File: config.mk
export PLATFORM = sky130hd
export DESIGN_NAME = muon_tile_table_index
export DESIGN_NICKNAME = d
export VERILOG_FILES = /design/src/mtti_pkg.sv /design/src/mtti_ram.sv /design/src/mtti_div.sv /design/src/muon_tile_table_index.sv
export VERILOG_INCLUDE_DIRS = /design/src /design/src/src
export SDC_FILE = /design/constraint.sdc
export NUM_CORES = 2
export LEC_CHECK = 0
export BUFFER_PORTS_ARGS = -buffer_cell sky130_fd_sc_hd__buf_2
export CORE_MARGIN = 8
export CORE_UTILIZATION = 50
export DETAILED_ROUTE_END_ITERATION = 7
export PLACE_DENSITY = 0.69
export SLEW_MARGIN = 30
export SYNTH_ARGS = -nofsm -noshare
export SYNTH_HDL_FRONTEND = slang
export SYNTH_SLANG_ARGS = --single-unit
File: constraint.sdc
create_clock -name i_clk -period 8.9 [get_ports i_clk]
set_clock_uncertainty 0.1 [all_clocks]
set_input_delay 0.445 -clock i_clk [delete_from_list [all_inputs] [get_ports i_clk]]
set_output_delay 0.445 -clock i_clk [all_outputs]
set_load 0.005 [all_outputs]
File: src/muon_tile_table_index_defines.svh
// Assertion macros shared by the tile table index block.
`ifndef MUON_TILE_TABLE_INDEX_DEFINES_SVH
`define MUON_TILE_TABLE_INDEX_DEFINES_SVH

// Same-cycle implication, disabled while reset is asserted.
`define MTTI_ASSERT_IMPL(lbl, clk, rst_n, ante, cons, msg) \
    lbl: assert property (@(posedge clk) disable iff (!(rst_n)) (ante) |-> (cons)) \
        else $error(msg);

// Next-cycle implication, disabled while reset is asserted.
`define MTTI_ASSERT_NEXT(lbl, clk, rst_n, ante, cons, msg) \
    lbl: assert property (@(posedge clk) disable iff (!(rst_n)) (ante) |=> (cons)) \
        else $error(msg);

`endif

File: src/mtti_pkg.sv
package mtti_pkg;

    // Table organization.
    localparam int NumStations       = 4;
    localparam int NumRegions        = 4;
    localparam int RegionsPerStation = 4;
    localparam int EntryCount        = 16;
    localparam int EntryAw           = $clog2(EntryCount);

    // Field widths.
    localparam int GridW  = 8;
    localparam int StripW = 20;
    localparam int PointW = 20;
    localparam int SizeW  = 16;

    // Arithmetic constants of the index formulas.
    localparam int SizeStep       = 24;
    localparam int PerQuarterMul  = 3;
    localparam int SizeQuarterMul = 6;

    // Internal datapath widths.
    localparam int ProdW = 2 * GridW;
    localparam int KW    = 6;
    localparam int Q6W   = 5;
    localparam int BaseW = 23;
    localparam int OffsW = 19;
    localparam int PtW   = 24;
    localparam int SzpW  = 17;
    localparam int SzW   = 19;

    // Divider geometry.
    localparam int DividendW       = GridW + 1;
    localparam int DivStepsPerCycle = 3;
    localparam int DivCycles       = DividendW / DivStepsPerCycle;
    localparam int DivCntW         = $clog2(DivCycles);

    typedef enum logic [1:0] {
        ACT_LOAD   = 2'd0,
        ACT_PAD    = 2'd1,
        ACT_STRIP  = 2'd2,
        ACT_IGNORE = 2'd3
    } t_action;

    typedef enum logic [1:0] {
        ST_OK         = 2'd0,
        ST_LOADED     = 2'd1,
        ST_ZERO_WIDTH = 2'd2,
        ST_RANGE      = 2'd3
    } t_status;

    typedef enum logic [2:0] {
        S_IDLE,
        S_READ,
        S_MUL,
        S_DIV,
        S_DONE
    } t_state;

    typedef struct packed {
        logic [GridW-1:0]  grid_width;
        logic [GridW-1:0]  grid_height;
        logic [StripW-1:0] strip_base;
        logic [SizeW-1:0]  size_base;
    } t_entry;

    typedef struct packed {
        logic                 start;
        logic [DividendW-1:0] dividend;
        logic [GridW-1:0]     divisor;
    } t_div_req;

    typedef struct packed {
        logic                 done;
        logic [DividendW-1:0] quotient;
    } t_div_rsp;

endpackage

File: src/mtti_ram.sv
module mtti_ram #(
    parameter int Width = 8,
    parameter int Depth = 16
) (
    input  logic                     i_clk,
    input  logic                     i_we,
    input  logic [$clog2(Depth)-1:0] i_waddr,
    input  logic [Width-1:0]         i_wdata,
    input  logic [$clog2(Depth)-1:0] i_raddr,
    output logic [Width-1:0]         o_rdata
);

    logic [Width-1:0] r_mem [Depth];
    logic [Width-1:0] r_rdata;

    // One write port and one registered read port.
    always_ff @(posedge i_clk) begin
        if (i_we) begin
            r_mem[i_waddr] <= i_wdata;
        end
        r_rdata <= r_mem[i_raddr];
    end

    assign o_rdata = r_rdata;

endmodule

File: src/mtti_div.sv
`include "muon_tile_table_index_defines.svh"

module mtti_div (
    input  logic               i_clk,
    input  logic               i_rst_n,
    input  mtti_pkg::t_div_req i_req,
    output mtti_pkg::t_div_rsp o_rsp
);

    logic                                   r_busy;
    logic                                   r_done;
    logic [mtti_pkg::DivCntW-1:0]           r_cnt;
    logic [mtti_pkg::GridW-1:0]             r_rem;
    logic [mtti_pkg::DividendW-1:0]         r_dq;
    logic [mtti_pkg::GridW-1:0]             r_den;
    logic [mtti_pkg::GridW-1:0]             w_rem;
    logic [mtti_pkg::DividendW-1:0]         w_dq;
    logic [mtti_pkg::GridW:0]               w_trial;
    logic                                   w_last;

    // Restoring division, a few quotient bits per cycle. The dividend bits
    // shift out of the top of r_dq while quotient bits shift in at the bottom.
    always_comb begin
        w_rem   = r_rem;
        w_dq    = r_dq;
        w_trial = '0;
        for (int i = 0; i < mtti_pkg::DivStepsPerCycle; i++) begin
            w_trial = {w_rem, w_dq[mtti_pkg::DividendW-1]};
            w_dq    = {w_dq[mtti_pkg::DividendW-2:0], 1'b0};
            if (w_trial >= {1'b0, r_den}) begin
                w_rem   = mtti_pkg::GridW'(w_trial - {1'b0, r_den});
                w_dq[0] = 1'b1;
            end else begin
                w_rem = w_trial[mtti_pkg::GridW-1:0];
            end
        end
    end

    assign w_last = (r_cnt == mtti_pkg::DivCntW'(mtti_pkg::DivCycles - 1));

    // Sequencing of the iterations.
    always_ff @(posedge i_clk) begin
        if (!i_rst_n) begin
            r_busy <= 1'b0;
            r_done <= 1'b0;
            r_cnt  <= '0;
        end else if (i_req.start) begin
            r_busy <= 1'b1;
            r_done <= 1'b0;
            r_cnt  <= '0;
        end else if (r_busy) begin
            r_cnt <= r_cnt + 1'b1;
            if (w_last) begin
                r_busy <= 1'b0;
                r_done <= 1'b1;
            end
        end
    end

    // Partial remainder and dividend/quotient word.
    always_ff @(posedge i_clk) begin
        if (i_req.start) begin
            r_rem <= '0;
            r_dq  <= i_req.dividend;
            r_den <= i_req.divisor;
        end else if (r_busy) begin
            r_rem <= w_rem;
            r_dq  <= w_dq;
        end
    end

    assign o_rsp.done     = r_done;
    assign o_rsp.quotient = r_dq;

    `MTTI_ASSERT_NEXT(a_div_start, i_clk, i_rst_n, i_req.start, r_busy && !r_done, "divider did not begin after start")
    `MTTI_ASSERT_IMPL(a_div_done_idle, i_clk, i_rst_n, r_done, !r_busy, "divider reports done while still busy")
    `MTTI_ASSERT_IMPL(a_div_rem_bound, i_clk, i_rst_n, r_done && (r_den != '0), r_rem < r_den, "divider remainder not below divisor")

endmodule

File: src/muon_tile_table_index.sv
// Tile table index unit.
// Input channel (i_in_valid / o_in_ready) carries one item: a table load or a
// pad or strip lookup of a tile ID. Output channel (o_out_valid / i_out_ready)
// returns exactly one result item for every input item, in order.
// A lookup passes through S_READ, reading the 16-entry table memory and
// forming the grid products, S_MUL, the multiply, S_DIV, waiting for the
// divider that yields three quotient bits per cycle and was started in
// S_READ, and S_DONE, loading the output register. Loads and refused items
// go straight to S_DONE, a zero-width lookup from S_READ to S_DONE.
// Items are worked one at a time and o_in_ready returns the cycle after the
// result is loaded.
// Loads write the table memory directly at acceptance and keep a running size
// base sum; loading entry 0 restarts that sum from zero.
// Reset clears the running sum and the per-entry valid bits, so every entry
// reads as zero until it is loaded; no clearing pass is needed.
// A finished result sits in the output register. The block accepts the next
// item while it waits; if the receiver still stalls when that item finishes,
// the block holds it and drops o_in_ready until the register frees.
`include "muon_tile_table_index_defines.svh"

module muon_tile_table_index (
    input  logic                          i_clk,
    input  logic                          i_rst_n,
    input  logic                          i_in_valid,
    output logic                          o_in_ready,
    input  logic [1:0]                    i_action,
    input  logic [1:0]                    i_station,
    input  logic [1:0]                    i_region,
    input  logic [1:0]                    i_quarter,
    input  logic [7:0]                    i_pad_x,
    input  logic [7:0]                    i_pad_y,
    input  logic [mtti_pkg::GridW-1:0]    i_load_grid_x,
    input  logic [mtti_pkg::GridW-1:0]    i_load_grid_y,
    input  logic [mtti_pkg::StripW-1:0]   i_load_strip_base,
    output logic                          o_out_valid,
    input  logic                          i_out_ready,
    output logic [mtti_pkg::PointW-1:0]   o_point_index,
    output logic [mtti_pkg::SizeW-1:0]    o_size_idx,
    output logic [1:0]                    o_status
);

    mtti_pkg::t_state                    r_state;
    mtti_pkg::t_state                    n_state;
    mtti_pkg::t_action                   w_action;
    mtti_pkg::t_action                   r_act;
    mtti_pkg::t_status                   r_pend;
    mtti_pkg::t_status                   r_out_status;
    mtti_pkg::t_entry                    w_wdata;
    mtti_pkg::t_entry                    w_ent;
    mtti_pkg::t_div_req                  w_div_req;
    mtti_pkg::t_div_rsp                  w_div_rsp;

    logic                                w_in_acc;
    logic                                w_in_range;
    logic                                w_load;
    logic                                w_lookup;
    logic [mtti_pkg::EntryAw-1:0]        w_entry;
    logic [mtti_pkg::SizeW-1:0]          r_sum;
    logic [mtti_pkg::SizeW-1:0]          w_sum_base;
    logic [mtti_pkg::EntryCount-1:0]     r_valid;
    logic [$bits(mtti_pkg::t_entry)-1:0] w_rdata;
    logic                                w_out_free;
    logic                                w_out_load;

    // Item fields held for the lookup.
    logic                                r_hit;
    logic [1:0]                          r_region;
    logic [1:0]                          r_quarter;
    logic [7:0]                          r_x;
    logic [7:0]                          r_y;

    // First compute stage.
    logic [mtti_pkg::GridW-1:0]          w_gx;
    logic [mtti_pkg::GridW-1:0]          w_gy;
    logic                                w_lt;
    logic                                w_xge;
    logic [3:0]                          w_k;
    logic [mtti_pkg::Q6W-1:0]            w_q6;
    logic [mtti_pkg::SzpW-1:0]           w_szp;
    logic [mtti_pkg::DividendW-1:0]      w_num;
    logic [mtti_pkg::ProdW-1:0]          r_gxgy;
    logic [mtti_pkg::ProdW-1:0]          r_gxy;
    logic [mtti_pkg::KW-1:0]             r_k3;
    logic [mtti_pkg::StripW-1:0]         r_sbase;
    logic [mtti_pkg::GridW-1:0]          r_gx;
    logic                                r_lt;
    logic                                r_neg;
    logic [mtti_pkg::SzpW-1:0]           r_szp;

    // Second and third compute stages.
    logic [mtti_pkg::BaseW-1:0]          r_base;
    logic [mtti_pkg::OffsW-1:0]          r_offs;
    logic [mtti_pkg::OffsW-1:0]          w_offs;
    logic signed [mtti_pkg::PtW-1:0]     r_point;
    logic [mtti_pkg::SzW-1:0]            w_sz;
    logic                                w_oor;

    // Output register.
    logic                                r_out_valid;
    logic [mtti_pkg::PointW-1:0]         r_out_point;
    logic [mtti_pkg::SizeW-1:0]          r_out_size;

    // Item classification at the input.
    assign w_in_acc   = i_in_valid && o_in_ready;
    assign w_action   = mtti_pkg::t_action'(i_action);
    assign w_in_range = (4'(i_station) < 4'(mtti_pkg::NumStations)) &&
                        (4'(i_region) < 4'(mtti_pkg::NumRegions));
    assign w_load     = w_in_acc && w_in_range && (w_action == mtti_pkg::ACT_LOAD);
    assign w_lookup   = w_in_range &&
                        (w_action == mtti_pkg::ACT_PAD || w_action == mtti_pkg::ACT_STRIP);
    // Entry is RegionsPerStation * station + region.
    assign w_entry    = {i_station, i_region};

    // A load stores the running sum (zero for entry 0) as its size base, then adds 24 times its height.
    assign w_sum_base = (w_entry == '0) ? '0 : r_sum;
    assign w_wdata    = '{grid_width:  i_load_grid_x,
                          grid_height: i_load_grid_y,
                          strip_base:  i_load_strip_base,
                          size_base:   w_sum_base};

    always_ff @(posedge i_clk) begin
        if (!i_rst_n) begin
            r_sum   <= '0;
            r_valid <= '0;
        end else if (w_load) begin
            r_sum            <= w_sum_base + mtti_pkg::SizeW'(i_load_grid_y) *
                                mtti_pkg::SizeW'(mtti_pkg::SizeStep);
            r_valid[w_entry] <= 1'b1;
        end
    end

    mtti_ram #(
        .Width ($bits(mtti_pkg::t_entry)),
        .Depth (mtti_pkg::EntryCount)
    ) u_table (
        .i_clk   (i_clk),
        .i_we    (w_load),
        .i_waddr (w_entry),
        .i_wdata (w_wdata),
        .i_raddr (w_entry),
        .o_rdata (w_rdata)
    );

    // Table entry as seen by the lookup: entries never loaded read as zero.
    assign w_ent = r_hit ? mtti_pkg::t_entry'(w_rdata) : '0;
    assign w_gx  = w_ent.grid_width;
    assign w_gy  = w_ent.grid_height;
    assign w_lt  = r_y < w_gy;
    assign w_xge = r_x >= w_gx;

    // Quarter multiplier: 4 * region + quarter for pads, quarter for strips.
    assign w_k   = (r_act == mtti_pkg::ACT_PAD) ? {r_region, r_quarter} : {2'b00, r_quarter};
    assign w_q6  = mtti_pkg::Q6W'(r_quarter) * mtti_pkg::Q6W'(mtti_pkg::SizeQuarterMul);

    // Size index without the divided term.
    assign w_szp = mtti_pkg::SzpW'(w_ent.size_base) +
                   mtti_pkg::SzpW'(w_q6) * mtti_pkg::SzpW'(w_gy) +
                   (w_lt ? mtti_pkg::SzpW'({r_y, 1'b0})
                         : mtti_pkg::SzpW'({r_y, 2'b00}) - mtti_pkg::SzpW'({w_gy, 1'b0}));

    // Magnitude of the dividend; the sign is applied after division.
    assign w_num = w_lt ? (w_xge ? {r_x - w_gx, 1'b0} : {w_gx - r_x, 1'b0}) : {r_x, 1'b0};

    // Pad offset inside the quarter, two's complement.
    assign w_offs = r_lt ? mtti_pkg::OffsW'(r_gxy) + mtti_pkg::OffsW'(r_x) -
                           mtti_pkg::OffsW'(r_gx)
                         : mtti_pkg::OffsW'({r_gxy, 1'b0}) - mtti_pkg::OffsW'(r_gxgy) +
                           mtti_pkg::OffsW'(r_x);

    // Size index with the signed quotient, and the range check of both indices.
    assign w_sz  = r_neg ? mtti_pkg::SzW'(r_szp) - mtti_pkg::SzW'(w_div_rsp.quotient)
                         : mtti_pkg::SzW'(r_szp) + mtti_pkg::SzW'(w_div_rsp.quotient);
    assign w_oor = r_point[mtti_pkg::PtW-1] || (|r_point[mtti_pkg::PtW-2:mtti_pkg::PointW]) ||
                   w_sz[mtti_pkg::SzW-1] || (|w_sz[mtti_pkg::SzW-2:mtti_pkg::SizeW]);

    // Datapath registers, advanced by the sequencer state.
    always_ff @(posedge i_clk) begin
        if (w_in_acc) begin
            r_act     <= w_action;
            r_region  <= i_region;
            r_quarter <= i_quarter;
            r_x       <= i_pad_x;
            r_y       <= i_pad_y;
            r_hit     <= r_valid[w_entry];
        end
        if (r_state == mtti_pkg::S_READ) begin
            r_gxgy  <= mtti_pkg::ProdW'(w_gx) * mtti_pkg::ProdW'(w_gy);
            r_gxy   <= mtti_pkg::ProdW'(w_gx) * mtti_pkg::ProdW'(r_y);
            r_k3    <= mtti_pkg::KW'(w_k) * mtti_pkg::KW'(mtti_pkg::PerQuarterMul);
            r_sbase <= (r_act == mtti_pkg::ACT_STRIP) ? w_ent.strip_base : '0;
            r_gx    <= w_gx;
            r_lt    <= w_lt;
            r_neg   <= w_lt && !w_xge;
            r_szp   <= w_szp;
        end
        if (r_state == mtti_pkg::S_MUL) begin
            r_base <= mtti_pkg::BaseW'(r_k3) * mtti_pkg::BaseW'(r_gxgy) +
                      mtti_pkg::BaseW'(r_sbase);
            r_offs <= w_offs;
        end
        if (r_state == mtti_pkg::S_DIV) begin
            r_point <= $signed(mtti_pkg::PtW'(r_base)) + mtti_pkg::PtW'($signed(r_offs));
        end
    end

    // Pending result class.
    always_ff @(posedge i_clk) begin
        if (!i_rst_n) begin
            r_pend <= mtti_pkg::ST_OK;
        end else if (w_in_acc) begin
            if (w_load) begin
                r_pend <= mtti_pkg::ST_LOADED;
            end else if (w_lookup) begin
                r_pend <= mtti_pkg::ST_OK;
            end else begin
                r_pend <= mtti_pkg::ST_RANGE;
            end
        end else if (r_state == mtti_pkg::S_READ && w_gx == '0) begin
            r_pend <= mtti_pkg::ST_ZERO_WIDTH;
        end
    end

    mtti_div u_div (
        .i_clk   (i_clk),
        .i_rst_n (i_rst_n),
        .i_req   (w_div_req),
        .o_rsp   (w_div_rsp)
    );

    // Sequencer state register.
    always_ff @(posedge i_clk) begin
        if (!i_rst_n) begin
            r_state <= mtti_pkg::S_IDLE;
        end else begin
            r_state <= n_state;
        end
    end

    assign w_out_free = !r_out_valid || i_out_ready;

    // Next state.
    always_comb begin
        n_state = r_state;
        case (r_state)
            mtti_pkg::S_IDLE: begin
                if (w_in_acc) begin
                    n_state = w_lookup ? mtti_pkg::S_READ : mtti_pkg::S_DONE;
                end
            end
            mtti_pkg::S_READ: begin
                n_state = (w_gx == '0) ? mtti_pkg::S_DONE : mtti_pkg::S_MUL;
            end
            mtti_pkg::S_MUL: begin
                n_state = mtti_pkg::S_DIV;
            end
            mtti_pkg::S_DIV: begin
                if (w_div_rsp.done) begin
                    n_state = mtti_pkg::S_DONE;
                end
            end
            mtti_pkg::S_DONE: begin
                if (w_out_free) begin
                    n_state = mtti_pkg::S_IDLE;
                end
            end
            default: begin
                n_state = mtti_pkg::S_IDLE;
            end
        endcase
    end

    // Sequencer outputs.
    always_comb begin
        o_in_ready           = 1'b0;
        w_out_load           = 1'b0;
        w_div_req.start      = 1'b0;
        w_div_req.dividend   = w_num;
        w_div_req.divisor    = w_gx;
        case (r_state)
            mtti_pkg::S_IDLE: begin
                o_in_ready = 1'b1;
            end
            mtti_pkg::S_READ: begin
                w_div_req.start = (w_gx != '0);
            end
            mtti_pkg::S_DONE: begin
                w_out_load = w_out_free;
            end
            default: begin
                o_in_ready = 1'b0;
            end
        endcase
    end

    // Output register: holds a result until the receiver takes it.
    always_ff @(posedge i_clk) begin
        if (!i_rst_n) begin
            r_out_valid <= 1'b0;
        end else if (w_out_load) begin
            r_out_valid <= 1'b1;
        end else if (i_out_ready) begin
            r_out_valid <= 1'b0;
        end
    end

    always_ff @(posedge i_clk) begin
        if (w_out_load) begin
            if (r_pend == mtti_pkg::ST_OK && !w_oor) begin
                r_out_status <= mtti_pkg::ST_OK;
                r_out_point  <= r_point[mtti_pkg::PointW-1:0];
                r_out_size   <= w_sz[mtti_pkg::SizeW-1:0];
            end else begin
                r_out_status <= (r_pend == mtti_pkg::ST_OK) ? mtti_pkg::ST_RANGE : r_pend;
                r_out_point  <= '0;
                r_out_size   <= '0;
            end
        end
    end

    assign o_out_valid   = r_out_valid;
    assign o_point_index = r_out_point;
    assign o_size_idx    = r_out_size;
    assign o_status      = r_out_status;

    `MTTI_ASSERT_NEXT(a_load_done, i_clk, i_rst_n, w_load, r_state == mtti_pkg::S_DONE && r_pend == mtti_pkg::ST_LOADED, "load did not go straight to result")
    `MTTI_ASSERT_IMPL(a_lookup_div, i_clk, i_rst_n, r_state == mtti_pkg::S_DONE && r_pend == mtti_pkg::ST_OK, w_div_rsp.done, "lookup result without finished division")
    `MTTI_ASSERT_IMPL(a_flag_zero, i_clk, i_rst_n, o_out_valid && o_status != mtti_pkg::ST_OK, o_point_index == '0 && o_size_idx == '0, "flagged result with nonzero indices")

endmodule
# Yosys cells after proc, flatten, opt, wreduce, memory -nomap -nowiden

Memory sizes are Yosys's and may differ from the RTL's. A register that Yosys moved wholly into a read port is not among the register bits.
Cells that the tools add are included.
W data, S select, Z words.

Reductions and logical operators: 29
Equal/unequal tests: 12
$lt $le $gt $ge: 7
Bitwise gates (word level): 2
Multiply operators: 7
Mux-type cells: 41
Add/sub/neg operators: 18

Operators by type and width:

| operator         | number |
|---|---|
| $mux W52         | 1 |
| $sub A8 B8 Y8    | 5 |
| $mux W19         | 2 |
| $mux W9          | 4 |
| $mul A8 B8 Y16   | 2 |
| $ge A9 B8 Y1     | 3 |
| $add A24 B19 Y24 | 1 |
| $mux W8          | 3 |
| $add A22 B20 Y23 | 1 |
| $mul A6 B16 Y22  | 1 |
| $add A18 B9 Y19  | 1 |
| $add A17 B9 Y18  | 1 |
| $sub A17 B16 Y18 | 1 |
| $sub A17 B8 Y18  | 1 |
| $sub A17 B9 Y18  | 1 |
| $add A16 B13 Y17 | 1 |
| $add A16 B8 Y17  | 1 |
| $add A17 B17 Y17 | 1 |
| $mux W17         | 1 |
| $add A16 B13 Y16 | 1 |
| $mux W16         | 1 |
| $or A16 B16 Y16  | 1 |
| $mux W1          | 15 |
| $mux W3          | 5 |
| other kinds (36) | 61 |

Output and inout bits: 40
Memories kept: 1
Bits in writable memories: 832
Input bits: 64
Logic and storage cells: 148
Flip-flop bits (word level): 279

Memory list:

| memory        | words | bits a word | read ports | clocked after memory_dff | write ports | line           | RTL |
|---|---|---|---|---|---|---|---|
| u_table.r_mem | 16    | 52          | 1          | 1                        | 1           | mtti_ram.sv:13 | `logic [Width-1:0] r_mem [Depth];` |

# Depth between registers and ports, before layout

Depth after elaboration: 8
Depth in mapped cells: 29
Depth with buffers taken out: 27

# Modules after synthesis

Synthesis repeated with hierarchy kept, for this count alone.

Cell total of the unflattened synthesis: 4135
Area, all modules: 58927.8 sq um

Modules (own cells, without submodules):

| module                | cells an instance | times used | sequential area each (sq um) | area each (sq um) |
|---|---|---|---|---|
| mtti_ram              | 1344              | 1          | 26025.0                      | 32217.1 |
| muon_tile_table_index | 2537              | 1          | 7126.8                       | 24352.1 |
| mtti_div              | 254               | 1          | 750.7                        | 2358.5 |

# Worst setup path before layout

Ideal clock, no wire load.

Path kind: register to register
From: reg r_state[1]
To: mem u_table.r_mem[3][0] in the netlist's numbering (enable)
Data arrival time: 5.946 ns
Stages on the path, launching flop included: 8
Buffers on the path: 3
Setup time: 0.528 ns
Required time: 8.272 ns
Slack: 2.326 ns
Period minus slack after synthesis: 6.574 ns
Path through: dfxtp_1 -> buf_2 -> nor4b_4 -> and2_0 -> clkbuf_1 -> clkbuf_1 -> nand3_1 -> nor3_1

Word-level cells in the longest chain between the ends: 6

Ends and longest elaborated chain:

| what                          | line                         | RTL |
|---|---|---|
| start, declared               | muon_tile_table_index.sv:42  | `mtti_pkg::t_state r_state;` |
| start signal, assigned        | muon_tile_table_index.sv:233 | `r_state <= mtti_pkg::S_IDLE;` |
| start signal, assigned        | muon_tile_table_index.sv:235 | `r_state <= n_state;` |
| $logic_not A3 Y1              | muon_tile_table_index.sv:279 | `case (r_state)` |
| $mux W1                       | muon_tile_table_index.sv:279 |  |
| $logic_and A1 B1 Y1           | muon_tile_table_index.sv:104 | `assign w_in_acc = i_in_valid && o_in_ready;` |
| named net w_in_acc            | muon_tile_table_index.sv:53  | `logic w_in_acc;` |
| $logic_and A1 B1 Y1           | muon_tile_table_index.sv:108 | `assign w_load = w_in_acc && w_in_range && (w_action == mtti_pkg::ACT_LOAD);` |
| $mux W1                       | mtti_ram.sv:18               | `if (i_we) begin` |
| $mux W1 (not written as such) | mtti_ram.sv:19               | `r_mem[i_waddr] <= i_wdata;` |
| end, declared                 | mtti_ram.sv:13               |  |

The timed path passes the listed nets, and every way through them passes these cells.

# Worst setup path after layout

From: reg u_div.r_den[1] in the netlist's numbering
To: reg u_div.r_rem[0] in the netlist's numbering

Word-level cells in the longest chain between the ends: 6
Elaborated cells on any way between the ends: 8
Classes of those cells: add/sub: 2; order compare: 3; mux: 3

Ends and longest elaborated chain:

| what                                                 | line                           | RTL |
|---|---|---|
| start, declared                                      | mtti_div.sv:15                 | `logic [mtti_pkg::GridW-1:0] r_den;` |
| start signal, assigned                               | mtti_div.sv:65                 | `r_den <= i_req.divisor;` |
| $sub A8 B8 Y8 / $ge A9 B8 Y1 (equally long branches) | mtti_div.sv:31, mtti_div.sv:30 |  |
| $mux W8                                              | mtti_div.sv:30                 | `if (w_trial >= {1'b0, r_den}) begin` |
| $sub A8 B8 Y8 / $ge A9 B8 Y1 (equally long branches) | mtti_div.sv:31, mtti_div.sv:30 |  |
| $mux W8                                              | mtti_div.sv:30                 |  |
| $ge A9 B8 Y1 (*)                                     | mtti_div.sv:30                 |  |
| $mux W8 (*)                                          | mtti_div.sv:30                 |  |
| end signal, assigned                                 | mtti_div.sv:67                 | `r_rem <= w_rem;` |
| end, declared                                        | mtti_div.sv:13                 | `logic [mtti_pkg::GridW-1:0] r_rem;` |

Every way passes the cells marked *; elsewhere a longest branch is shown, timed or not.
A chain may end at the register's enable or synchronous reset.

==> summary.md <==
| Metric | Value |
|---|---|
| Status | completed |
| Worst Hold Slack | 0.0662 ns |
| CTS tree | built |
| Avg Vias per Cell | 5.76 |
| Least-Margin Pin Slew | 1.02 ns |
| Clock Path Buffers | 3 |
| Synth async-reset ratio | 0% |
| CP required | 9.40 ns |
| Number of hold buffers added after CTS | 57 |
| Die Span Y | between 300 and 400 µm |
| Routed WL | between 100,000 and 150,000 µm |
| Crit path kind | register to register |
| Core area | between 100,000 and 150,000 µm² |
| Initial DRC Count | 2,880 |
| DR WL/cell | about 23 µm |
| Cell variety after synth | 89 |
| Syn avg cell area | 14.8 µm² |
| Clock root cell | clkbuf_16 |
| CP bufs+invs | 3 |
| Synth top area cells | edfxtp_1 54%, mux4_2 10%, fa_1 6.6% |
| First-pass GRT wire length | 202,000 µm |
| Cts repair resizes | 0 |
| Routability cong. | 0.892 |
| FF+latch area | 33,900 µm² |
| Site row count | 125 |
| PnR worst setup slack | 1.74 ns |
| Met1 wire length | 54,700 µm |
| Setup bufs post-CTS | 0 |
| Largest net degree at the start of global routing | 141 |
| Cts bufs inserted | 117 |
| Fin crit share | 80.5% |
| Met3 wire len | just over 9000 µm |
| Clk_lat worst skew | 0.74 ns |
| Area growth syn-to-layout | 12.1% |
| Share of the synthesized area in the top cell type | around 54% |
| Final Max Tran Viols | 0 |
| Vias after detailed routing | 33,300 |
| First-pass iteration count of the detailed router | 5 |
| Vias in the first global route | roughly 34,000 |
| Die Area | between 100,000 and 150,000 µm² |
| Initial antenna violation count | 13 |
| CP Launch Type | register |
| Input/output buffers | around 100 |
| Final nets | approximately 4,700 |
| # Max-Cap Violations | 0 |
| Finished Core Util | between 50% and 60% |
| VDD IR max | 0.000236 V |
| Synth cell count leaders | 1,061 x edfxtp_1, 356 x inv_1, 307 x ha_1, 265 x mux4_2, 249 x nand2_1 |
| Syn nets | 4,521 |
| Reg clk slew, reported paths | 0.06 ns |
| Relative slew slack | around a third |
| Clk sinks | 1,163 |
| Post-synth EDFFs | roughly 1,100 |
| Min-Delay Path Class | primary input to register |
| Post-Route Setup TNS | 0 ns |
| Yosys warnings | 0 |
| CP max stage cell | a2111oi_4 |
| GR Overflow Total | 0 |
| P_leak | 24.9 nW |
| Initial Utilization | 50.5% |
| Most frequent cell after synthesis | edfxtp_1 |
| Top Metal Used | met5 |
| Dpl cells | 5,498 |
| Max Fclk | around 140 MHz |
| Max Fanout on Critical Path | 11 |
| Post-layout min period | between 7 and 8 ns |
| Multi-input gate area | 23,100 µm² |
| Max incr delay on CP | 0.80 ns |
| Setup Viol. Count Final | 0 |
| I/O Pins | approximately 100 |
| Dpl hpwl | 85,200 µm |
| Overall Global Routing Usage | roughly 20% |
| PwrDens | 235 nW/µm² |
| Hold Fails Final Rpt | 0 |
| CP most frequent cell | nor2b_1 |
| H-Tree Depth | 3 |
| Mapped Area | 58,800 µm² |
| RSZ-0062 raised after global routing | no |
| WL met2 | 65,500 µm |
| Worst Path Arrival | approximately 7.7 ns |
| Synthesized flop and latch total | 1,163 |
| Layout cells sized above 1 | 16.2% |
| Layout Cells excl Fill | 5,779 |
| Antenna-violating nets left | 0 |
| Gate Count Post-Synth | 3,957 |
| Crit end category | register |
| Sequential fraction of the synthesis area | 57.7% |
| Die width | 359 µm |
| DRC | 0 |
| Dpl ws | about 1.8 ns |
| Post-synth top area cell | edfxtp_1 |
| CP top delay family | compound AO/OA/AOI/OAI gates |
| Fill cells | 9,060 |
| Top_reg_cell synth | edfxtp_1 |
## sequential cells by signal (all words and copies together) (netlist names), 17 cells and up
name             cells
r_base              23
u_table.o_rdata     52
r_szp               17
r_point             24
u_table.r_mem      832
r_sbase             20
r_offs              19
o_point_index       20
## layout by cell type, fill, tap and decap left out, drive strengths merged, types with 11 or more instances in the layout
cell and instances:
nor2 152, o21ai 106, dfxtp 102, mux2i 21, o21a 52, nand2 250, nand3 51, nor2b 50
clkbuf 150, a21o 48, nor3 29, xnor2 121, or3 14, and2 85, a211oi 20, buf 158
fa 193, dlygate4sd3 57, mux2 15, edfxtp 1061, clkinv 57, mux4 265, o211ai 11, a21oi 143
a21boi 18, ha 307, nand2b 24, xor2 44, inv 359, o21bai 30, and3 99
## stage by stage
stage	cell area [µm²]	total power, mW
after floorplan	58800	9.68
after global placement	61100	10.5
after detailed placement	61400	10.6
after CTS	65900	15.6
after global routing	65900	16.2
final	65900	15.5
## cell type report
cell class                 count  share of cell area (%)
clock inverter                69                    1.11
tap                         1524                    2.89
clock buffer                 150                    4.79
inverter                     360                    2.05
antenna                        5                  0.0190
sequential                  1163                    51.5
multi-input combinational   2293                    35.1
timing repair buffer         215                    2.60
## metal layers
| metal | GRT usage (%) | vias to the layer above |
|---|---|---|
| li1 | - | 15100 |
| met1 | 26.7 | 16900 |
| met2 | 34.2 | 1022 |
| met3 | 4.23 | 214 |
| met4 | 5.48 | 8 |
| met5 | 0 | - |
## cell families after synthesis
kind of cell	after synthesis	synth area share, %
flip-flops	1163	57.7
AND/OR/NAND/NOR	806	6.81
AO/OA/AOI/OAI	521	5.86
buffers and inverters	501	3.25
adder cells (fa/ha/maj)	500	13.1
multiplexers	301	10.8
XOR/XNOR	165	2.46
## power by group
part / internal (mW) / total [mW] / switching [mW]
Clock: 2.81 / 4.92 / 2.12
Combinational: 1.86 / 4.15 / 2.29
Sequential: 6.23 / 6.38 / 0.146
Total: 10.9 / 15.5 / 4.55
## final timing paths
path	from	endpoint	slack, ns	cells after the start
min	i_out_ready	o_out_valid$_SDFFE_PN0P_	0.07	3
min reg2reg	r_valid[10]$_SDFFE_PN0P_	r_valid[10]$_SDFFE_PN0P_	0.36	1
max reg2reg	u_div.r_den[1]$_DFFE_PP_	u_div.r_rem[0]$_SDFFE_PP0P_	1.74	28
max	u_div.r_den[1]$_DFFE_PP_	u_div.r_rem[0]$_SDFFE_PP0P_	1.74	28
## worst reg2reg max path: cells and delay by family, from the launching register on
kind / cells / cell delay (ns)
compound gates: 13 / 3.45
fa+ha+maj: 3 / 0.84
buf+inv: 3 / 0.51
flops: 1 / 0.41
mux: 2 / 0.77
simple gates: 7 / 0.97
No activity file was read; power rests on OpenSTA's default activity.
